==> src/sv/mcpwm_pkg.sv <==
// Shared types, constants and reset tables of the multi-channel PWM generator.
// No dependencies; imported by the RAM-backed datapath in the top level.
`default_nettype none

package mcpwm_pkg;

    localparam int CHANNELS     = 6;
    localparam int CH_W         = (CHANNELS > 1) ? $clog2(CHANNELS) : 1;
    localparam int CNT_W        = 32;
    localparam int DUTY_W       = 10;
    localparam int DUTY_FULL    = 1000;
    localparam int DUTY_DEFAULT = 500;
    localparam int IN_W         = 40;
    localparam int OUT_W        = 16;
    localparam int MASK_W       = 6;

    // Split period into quotient and remainder by 1000 with a reciprocal
    // that is exact for any 32-bit period.
    localparam int               QUO_W     = 23;
    localparam int               RCP_W     = 29;
    localparam logic [RCP_W-1:0] RCP_1000  = 29'h10624DD3;
    localparam int               RCP_SHIFT = 38;

    // Divide duty times remainder (below 2^20) by 1000.
    localparam int                LO_W       = 20;
    localparam int                LRCP_W     = 21;
    localparam logic [LRCP_W-1:0] LRCP_1000  = 21'd1073742;
    localparam int                LRCP_SHIFT = 30;

    typedef enum logic [2:0] {
        CMD_TICK    = 3'd0,
        CMD_ENABLE  = 3'd1,
        CMD_DISABLE = 3'd2,
        CMD_RESTART = 3'd3,
        CMD_PERIOD  = 3'd4,
        CMD_DUTY    = 3'd5
    } cmd_t;

    typedef enum logic [2:0] {
        ST_IDLE,
        ST_TICK,
        ST_PREAD,
        ST_DIV,
        ST_FRAC,
        ST_SUM,
        ST_PWRITE,
        ST_OUT
    } state_t;

    typedef struct packed {
        logic [CNT_W-1:0]  period;
        logic [CNT_W-1:0]  threshold;
        logic [DUTY_W-1:0] duty;
    } par_t;

    function automatic logic [CNT_W-1:0] reset_period(input logic [2:0] idx);
        logic [CNT_W-1:0] p;
        case (idx)
            3'd1:    p = 32'd15000;
            3'd3:    p = 32'd20000;
            default: p = 32'd10000;
        endcase
        return p;
    endfunction

    // Default duty is one half, so the threshold is half the period.
    function automatic par_t reset_par(input logic [CH_W-1:0] idx);
        par_t r;
        r.period    = reset_period(3'(idx));
        r.threshold = r.period >> 1;
        r.duty      = DUTY_W'(DUTY_DEFAULT);
        return r;
    endfunction

endpackage

`default_nettype wire

==> src/sv/mcpwm_ram.sv <==
// Generic simple dual-port RAM: one write port, one read port, registered read.
// No dependencies.
`default_nettype none

module mcpwm_ram #(
    parameter int WIDTH  = 32,
    parameter int DEPTH  = 8,
    parameter int ADDR_W = (DEPTH > 1) ? $clog2(DEPTH) : 1
) (
    input  wire logic              aclk,
    input  wire logic              we,
    input  wire logic [ADDR_W-1:0] waddr,
    input  wire logic [WIDTH-1:0]  wdata,
    input  wire logic [ADDR_W-1:0] raddr,
    output logic      [WIDTH-1:0]  rdata
);

    logic [WIDTH-1:0] mem [DEPTH];

    always_ff @(posedge aclk) begin
        if (we) begin
            mem[waddr] <= wdata;
        end
        rdata <= mem[raddr];
    end

endmodule

`default_nettype wire

==> src/sv/multi_channel_pwm_generator_unit.sv <==
// Top level of the command-driven multi-channel PWM generator.
// Depends on mcpwm_pkg and two mcpwm_ram instances (counts, channel settings).
//
// Usage:
//   Input stream s_*: s_tuser carries the command, s_tdata the channel and
//   value. Output stream m_*: one item per command with the pin levels and
//   enable flags after the command has acted.
//   Counts sit in one RAM, period/threshold/duty in another; enable and pin
//   levels are flops. A tick walks the channels through the count RAM, one
//   channel per cycle, read-modify-write with the read of the next channel
//   overlapping the write of the current one.
//   From accept to result: a tick walks the channels; set period or set duty
//   runs reciprocal multiplications (ST_PREAD to ST_SUM), then the write-back
//   (ST_PWRITE); any other command or a channel out of range goes to ST_OUT.
//   One command is in flight; the next is taken when the result appears.
//   Reset clears enables, pin levels, the output valid flag and the per-entry
//   valid bits; an entry not written since reset reads as its default.
//   When the receiver stalls, the result holds in the output register; the
//   next command is accepted and worked on, then waits in ST_OUT until the register is free.
`default_nettype none

module multi_channel_pwm_generator_unit (
    input  wire logic                      aclk,
    input  wire logic                      aresetn,
    input  wire logic                      s_tvalid,
    output logic                           s_tready,
    input  wire logic [mcpwm_pkg::IN_W-1:0]  s_tdata,  // channel[2:0], value[34:3]
    input  wire logic [2:0]                s_tuser,  // cmd[2:0]
    output logic                           m_tvalid,
    input  wire logic                      m_tready,
    output logic [mcpwm_pkg::OUT_W-1:0]    m_tdata   // pin_levels[5:0], enabled_mask[11:6]
);

    import mcpwm_pkg::*;

    localparam int PAR_W = $bits(par_t);

    state_t              state_reg, state_next;
    cmd_t                cmd_reg;
    logic [CH_W-1:0]     idx_reg;
    logic [CNT_W-1:0]    value_reg;
    logic [CNT_W-1:0]    period_reg;
    logic [DUTY_W-1:0]   duty_reg;
    logic [QUO_W-1:0]    quo_reg;
    logic [DUTY_W-1:0]   rem_reg;
    logic [CNT_W-1:0]    hi_reg;
    logic [LO_W-1:0]     lo_reg;
    logic [CNT_W-1:0]    thr_reg;
    logic [CHANNELS-1:0] en_reg;
    logic [CHANNELS-1:0] lvl_reg;
    logic [CHANNELS-1:0] cnt_vld_reg;
    logic [CHANNELS-1:0] par_vld_reg;
    logic                m_tvalid_reg;
    logic [OUT_W-1:0]    m_tdata_reg;

    logic                in_acc;
    cmd_t                in_cmd;
    logic [2:0]          in_ch;
    logic [CNT_W-1:0]    in_value;
    logic                in_ch_ok;
    logic                out_free;

    logic [CH_W-1:0]     rd_addr;
    logic                cnt_we;
    logic [CNT_W-1:0]    cnt_wdata;
    logic [CNT_W-1:0]    cnt_q;
    logic                par_we;
    par_t                par_wdata;
    logic [PAR_W-1:0]    par_q;

    logic [CNT_W-1:0]    cnt_cur;
    logic [CNT_W-1:0]    cnt_inc;
    par_t                par_cur;
    logic                tick_fall;
    logic                tick_rise;
    logic [DUTY_W-1:0]   duty_new;
    logic [CNT_W-1:0]    period_new;

    logic [CNT_W+RCP_W-1:0]  quo_prod;
    logic [CNT_W-1:0]        quo_scaled;
    logic [CNT_W-1:0]        rem_full;
    logic [CNT_W-1:0]        hi_prod;
    logic [LO_W+LRCP_W-1:0]  frac_prod;

    assign in_acc   = s_tvalid && s_tready;
    assign in_cmd   = cmd_t'(s_tuser);
    assign in_ch    = s_tdata[2:0];
    assign in_value = s_tdata[34:3];
    assign in_ch_ok = {1'b0, in_ch} < 4'(CHANNELS);
    assign out_free = !m_tvalid_reg || m_tready;

    assign s_tready = (state_reg == ST_IDLE);
    assign m_tvalid = m_tvalid_reg;
    assign m_tdata  = m_tdata_reg;

    mcpwm_ram #(.WIDTH(CNT_W), .DEPTH(CHANNELS)) u_cnt_ram (
        .aclk  (aclk),
        .we    (cnt_we),
        .waddr (idx_reg),
        .wdata (cnt_wdata),
        .raddr (rd_addr),
        .rdata (cnt_q)
    );

    mcpwm_ram #(.WIDTH(PAR_W), .DEPTH(CHANNELS)) u_par_ram (
        .aclk  (aclk),
        .we    (par_we),
        .waddr (idx_reg),
        .wdata (par_wdata),
        .raddr (rd_addr),
        .rdata (par_q)
    );

    // Entries not written since reset read as their defaults.
    assign cnt_cur   = cnt_vld_reg[idx_reg] ? cnt_q : '0;
    assign par_cur   = par_vld_reg[idx_reg] ? par_t'(par_q) : reset_par(idx_reg);
    assign cnt_inc   = cnt_cur + CNT_W'(1);
    assign tick_fall = lvl_reg[idx_reg] && (cnt_inc > par_cur.threshold);
    assign tick_rise = !lvl_reg[idx_reg] && (cnt_inc >= par_cur.period);

    assign duty_new   = (cmd_reg == CMD_DUTY)
                      ? ((value_reg > CNT_W'(DUTY_FULL)) ? DUTY_W'(DUTY_FULL)
                                                         : value_reg[DUTY_W-1:0])
                      : par_cur.duty;
    assign period_new = (cmd_reg == CMD_PERIOD) ? value_reg : par_cur.period;

    // threshold = duty * (period / 1000) + (duty * (period % 1000)) / 1000
    assign quo_prod   = {{RCP_W{1'b0}}, period_new} * {{CNT_W{1'b0}}, RCP_1000};
    assign quo_scaled = {{(CNT_W-QUO_W){1'b0}}, quo_reg} * CNT_W'(DUTY_FULL);
    assign rem_full   = period_reg - quo_scaled;
    assign hi_prod    = {{(CNT_W-QUO_W){1'b0}}, quo_reg}
                      * {{(CNT_W-DUTY_W){1'b0}}, duty_reg};
    assign frac_prod  = {{LRCP_W{1'b0}}, lo_reg} * {{LO_W{1'b0}}, LRCP_1000};

    always_comb begin
        state_next = state_reg;
        case (state_reg)
            ST_IDLE: begin
                if (in_acc) begin
                    if (in_cmd == CMD_TICK) begin
                        state_next = ST_TICK;
                    end else if (in_ch_ok &&
                                 (in_cmd == CMD_PERIOD || in_cmd == CMD_DUTY)) begin
                        state_next = ST_PREAD;
                    end else begin
                        state_next = ST_OUT;
                    end
                end
            end
            ST_TICK: begin
                if (idx_reg == CH_W'(CHANNELS - 1)) begin
                    state_next = ST_OUT;
                end
            end
            ST_PREAD:  state_next = ST_DIV;
            ST_DIV:    state_next = ST_FRAC;
            ST_FRAC:   state_next = ST_SUM;
            ST_SUM:    state_next = ST_PWRITE;
            ST_PWRITE: state_next = ST_OUT;
            ST_OUT: begin
                if (out_free) begin
                    state_next = ST_IDLE;
                end
            end
            default: state_next = ST_IDLE;
        endcase
    end

    always_comb begin
        rd_addr   = idx_reg;
        cnt_we    = 1'b0;
        cnt_wdata = cnt_inc;
        par_we    = 1'b0;
        par_wdata = '{period: period_reg, threshold: thr_reg, duty: duty_reg};
        case (state_reg)
            ST_IDLE: begin
                rd_addr = (in_cmd == CMD_TICK) ? '0 : in_ch[CH_W-1:0];
            end
            ST_TICK: begin
                rd_addr   = idx_reg + CH_W'(1);
                cnt_we    = en_reg[idx_reg];
                cnt_wdata = tick_rise ? '0 : cnt_inc;
            end
            ST_PWRITE: begin
                par_we = 1'b1;
            end
            default: begin
                rd_addr = idx_reg;
            end
        endcase
    end

    always_ff @(posedge aclk) begin
        if (!aresetn) begin
            state_reg    <= ST_IDLE;
            en_reg       <= '0;
            lvl_reg      <= '0;
            cnt_vld_reg  <= '0;
            par_vld_reg  <= '0;
            m_tvalid_reg <= 1'b0;
        end else begin
            state_reg <= state_next;
            if (state_reg == ST_OUT && out_free) begin
                m_tvalid_reg <= 1'b1;
            end else if (m_tready) begin
                m_tvalid_reg <= 1'b0;
            end
            case (state_reg)
                ST_IDLE: begin
                    if (in_acc && in_ch_ok) begin
                        case (in_cmd)
                            CMD_ENABLE: begin
                                if (!en_reg[in_ch[CH_W-1:0]]) begin
                                    en_reg[in_ch[CH_W-1:0]]      <= 1'b1;
                                    lvl_reg[in_ch[CH_W-1:0]]     <= 1'b1;
                                    cnt_vld_reg[in_ch[CH_W-1:0]] <= 1'b0;
                                end
                            end
                            CMD_DISABLE: begin
                                if (en_reg[in_ch[CH_W-1:0]]) begin
                                    en_reg[in_ch[CH_W-1:0]]      <= 1'b0;
                                    lvl_reg[in_ch[CH_W-1:0]]     <= 1'b0;
                                    cnt_vld_reg[in_ch[CH_W-1:0]] <= 1'b0;
                                end
                            end
                            CMD_RESTART: begin
                                lvl_reg[in_ch[CH_W-1:0]]     <= 1'b1;
                                cnt_vld_reg[in_ch[CH_W-1:0]] <= 1'b0;
                            end
                            default: begin
                            end
                        endcase
                    end
                end
                ST_TICK: begin
                    if (en_reg[idx_reg]) begin
                        cnt_vld_reg[idx_reg] <= 1'b1;
                        if (tick_fall) begin
                            lvl_reg[idx_reg] <= 1'b0;
                        end
                        if (tick_rise) begin
                            lvl_reg[idx_reg] <= 1'b1;
                        end
                    end
                end
                ST_PWRITE: begin
                    par_vld_reg[idx_reg] <= 1'b1;
                    if (en_reg[idx_reg]) begin
                        lvl_reg[idx_reg]     <= 1'b1;
                        cnt_vld_reg[idx_reg] <= 1'b0;
                    end
                end
                default: begin
                end
            endcase
        end
    end

    always_ff @(posedge aclk) begin
        case (state_reg)
            ST_IDLE: begin
                if (in_acc) begin
                    cmd_reg   <= in_cmd;
                    value_reg <= in_value;
                    idx_reg   <= (in_cmd == CMD_TICK) ? '0 : in_ch[CH_W-1:0];
                end
            end
            ST_TICK: begin
                idx_reg <= idx_reg + CH_W'(1);
            end
            ST_PREAD: begin
                duty_reg   <= duty_new;
                period_reg <= period_new;
                quo_reg    <= quo_prod[RCP_SHIFT +: QUO_W];
            end
            ST_DIV: begin
                rem_reg <= rem_full[DUTY_W-1:0];
                hi_reg  <= hi_prod;
            end
            ST_FRAC: begin
                lo_reg <= {{(LO_W-DUTY_W){1'b0}}, duty_reg}
                        * {{(LO_W-DUTY_W){1'b0}}, rem_reg};
            end
            ST_SUM: begin
                thr_reg <= hi_reg
                         + {{(CNT_W-DUTY_W){1'b0}}, frac_prod[LRCP_SHIFT +: DUTY_W]};
            end
            ST_OUT: begin
                if (out_free) begin
                    m_tdata_reg <= {{(OUT_W-2*MASK_W){1'b0}},
                                    MASK_W'(en_reg), MASK_W'(lvl_reg)};
                end
            end
            default: begin
            end
        endcase
    end

endmodule

`default_nettype wire
==> config.mk <==
export PLATFORM = sky130hd
export DESIGN_NAME = multi_channel_pwm_generator_unit
export DESIGN_NICKNAME = d
export VERILOG_FILES = /design/src/sv/mcpwm_pkg.sv /design/src/sv/mcpwm_ram.sv /design/src/sv/multi_channel_pwm_generator_unit.sv
export SDC_FILE = /design/constraint.sdc
export NUM_CORES = 2
export LEC_CHECK = 0
export BUFFER_PORTS_ARGS = -buffer_cell sky130_fd_sc_hd__buf_4
export CAP_MARGIN = 20
export CORE_MARGIN = 2
export CORE_UTILIZATION = 70
export DETAILED_ROUTE_END_ITERATION = 10
export GPL_TIMING_DRIVEN = 0
export PLACE_DENSITY = 0.87
export SLEW_MARGIN = 20
export SYNTH_ARGS = -nofsm -noshare
export SYNTH_HDL_FRONTEND = slang
export SYNTH_SLANG_ARGS = --single-unit
==> constraint.sdc <==
create_clock -name aclk -period 19.4 [get_ports aclk]
set_input_delay 0.97 -clock aclk [delete_from_list [all_inputs] [get_ports aclk]]
set_output_delay 0.97 -clock aclk [all_outputs]
set_load 0.05 [all_outputs]
==> qor.txt <==
Outcome -> finished clean
Die Span X -> 315.7 µm
CP Launch Type -> flip-flop
Initial DRC Count -> 4872
Dpl cells -> 6876
Met3 WL -> 19.03 mm
Reg-to-Reg End -> quo_reg[21]
DR pass1 iterations -> 8
Crit-path max cell delay -> 950 ps
First-pass GRT wire length -> 277.8 mm
Initial Util -> 70.52%
Hold Crit Class -> input pin to flip-flop
RSZ-0062 raised after global routing -> no
CP Data Required Time -> 19800 ps
Max Cap Violations -> 0
TritonCTS Buffers -> 94
Setup TNS -> 0 ps
Hold buffer count at cts -> 0
Row count -> 114
CTS sink count -> 979
Met2 wire length -> 86.10 mm
Final setup viols -> 0
Synth Flop Type -> edfxtp_1
Maximum clock rate -> 80.85 MHz
Antenna viol nets, final -> 0
Total grt overflow -> 0
Area delta synth->final -> 8.974%
Critical path's slowest cell -> nor4_1
Reg clk slew, reported paths -> 70 ps
GRT Total Usage -> 37.42%
CTS tree -> built
CP arrival -> 12770 ps
Worst-Skew Late Latency -> 690 ps
Biggest regs -> u_par_ram.mem x444, u_cnt_ram.mem x192, u_par_ram.rdata x74
Die Y -> 315.7 µm
Worst slew pin tran -> 1192 ps
R2R Setup Slk -> 7030 ps
Worst Hold End -> value_reg[28]
Vias/cell -> 6.358
Wire length on met1 -> 64.67 mm
Sequential area share after synthesis -> 41.26%
Clock skew -> 35.23 ps
Reg2reg start -> idx_reg[1]
Hold Startpoint -> s_tdata[31]
HPWL after DPL -> 130.9 mm
Final max-slew violation count -> 0
CTS Root Buffer Type -> clkbuf_16
Clk buf depth -> 3
Final Non-Filler Cells -> 7056
IO Port Bufs -> 53
# fillers -> 5624
H-tree levels -> 3
Cells after Synth -> 5504
Post-CTS Setup Inserts -> 0
CORE AREA -> 96420 µm²
Hold depth -> 1
Most used cell, CP -> fa_1
Peak fanout along the critical path -> 10
Antenna violations before repair -> 8
Post_cts resized -> 0
Vias in the first global route -> 46.83k
Post-layout min period -> 12370 ps
#FFs+latches synth -> 979
R2R depth -> 34
Commonest non-fill, non-tap cell in the layout -> inv_1
Drt wl/cell -> 25.63 µm
Vias -> 44.86k
Rel. slew slack -> 20.51%
Commonest cells after routing, fill and taps aside -> 907 x inv_1, 845 x edfxtp_1, 770 x ha_1
Top sig layer -> met5
Pin count of the biggest net entering global routing -> 46
Post-synth EDFFs -> 845
Layout cells sized above 1 -> 8.000%
Top reg by flops -> u_par_ram.mem
DRC Markers -> 0
IO Pins -> 65
Synth async-reset ratio -> 0%
CP Class -> flip-flop to flip-flop
Avg Cell Area, Syn -> 12.35 µm²
Fin nets -> 7128
Final hold violations -> 0
Yosys cell types -> 86
Tcrit/Tclk final -> 63.75%
Max reg flops -> 444
Yosys Warn Count -> 0
Die area -> 99650 µm²
Mapped Area -> 68000 µm²
GP Congestion -> 1.021
Crit. End Element -> flip-flop
Routed Wire Length -> 180.8 mm
## through the flow
stage / worst slack, ps / instance area, µm² / utilization (%) / hold slack (ps)
4_1_cts: 7227 / 74090 / 76.84 / 446.8
3_5_place_dp: 7462 / 70930 / 73.56 / 463.0
6_report: 7032 / 74100 / 76.85 / 464.7
5_1_grt: 6555 / 74090 / 76.84 / 459.1
2_1_floorplan: 11080 / 68010 / - / 433.3
3_3_place_gp: 6928 / 70010 / 72.60 / 446.5
## area by class of cell
cell class              count  area, µm²  share of cell area (%)
plain buffers             172      733.2                  0.9894
diodes                      5      12.51                 0.01688
clock buffers             116       2526                   3.409
inverters                 910       3418                   4.613
flip-flops and latches    979      28060                   37.86
well taps                1276       1597                   2.154
clock inverters            59      629.4                  0.8493
repair buffers             93       1175                   1.585
multi-input cells        3446      35960                   48.52
## routing by layer
| layer | GRT usage (%) | up-vias |
|---|---|---|
| li1 | - | 19130 |
| met1 | 48.60 | 22220 |
| met2 | 60.89 | 2864 |
| met3 | 7.071 | 648 |
| met4 | 19.10 | 4 |
| met5 | 0 | - |
## critical path: cells and delay by family (launching register included)
| family | cells | cell delay, ps |
|---|---|---|
| flip-flops | 1 | 360 |
| buffers and inverters | 8 | 1580 |
| adder cells (fa/ha/maj) | 9 | 4190 |
| AND/OR/NAND/NOR | 8 | 3090 |
| AO/OA/AOI/OAI | 9 | 2840 |
## kinds of logic after synthesis
group / count (synthesis) / synth area share, %
AO/OA/AOI/OAI: 583 / 5.283
AND/OR/NAND/NOR: 1094 / 7.768
flip-flops: 979 / 41.26
multiplexers: 224 / 5.295
buffers and inverters: 1082 / 6.105
XOR/XNOR: 155 / 1.996
other: 1 / 0.005515
adder cells (fa/ha/maj): 1386 / 32.29
## synthesized netlist by cell type (all sizes together), types with 11 or more instances
| cell type | instances | share of area (%) |
|---|---|---|
| nor3 | 62 | 0.63 |
| mux2i | 110 | 1.6 |
| edfxtp | 845 | 37 |
| nor2b | 33 | 0.30 |
| nand4 | 29 | 0.27 |
| a211oi | 18 | 0.21 |
| dfxtp | 134 | 3.9 |
| xnor2 | 118 | 1.5 |
| inv | 910 | 5.0 |
| ha | 770 | 14 |
| nand2b | 17 | 0.17 |
| a31oi | 15 | 0.14 |
| xor2 | 37 | 0.48 |
| nand2 | 472 | 2.6 |
| a21boi | 16 | 0.18 |
| a21o | 66 | 0.73 |
| and2 | 162 | 1.5 |
| a21oi | 161 | 1.2 |
| fa | 615 | 18 |
| or3 | 11 | 0.10 |
| clkbuf | 119 | 0.66 |
| o21a | 25 | 0.28 |
| nor2 | 161 | 0.91 |
| buf | 53 | 0.42 |
| o21ai | 193 | 1.4 |
| nand3 | 79 | 0.59 |
| and3 | 22 | 0.20 |
| mux4 | 108 | 3.6 |
| nor4 | 17 | 0.16 |
## worst max-delay path by stage
stage | to | start | slack, ps | cells past startpoint
floorplan | quo_reg[21] | idx_reg[1] | 11080 | 31
global placement | quo_reg[21] | idx_reg[1] | 6930 | 30
detailed placement | quo_reg[21] | idx_reg[1] | 7460 | 33
CTS | quo_reg[21] | idx_reg[1] | 7230 | 33
global route | quo_reg[21] | idx_reg[1] | 6550 | 33
finish | quo_reg[21] | idx_reg[1] | 7030 | 34
Power is not shown: default switching activity piles up to over one toggle a cycle in this logic, so the estimate is an artifact.
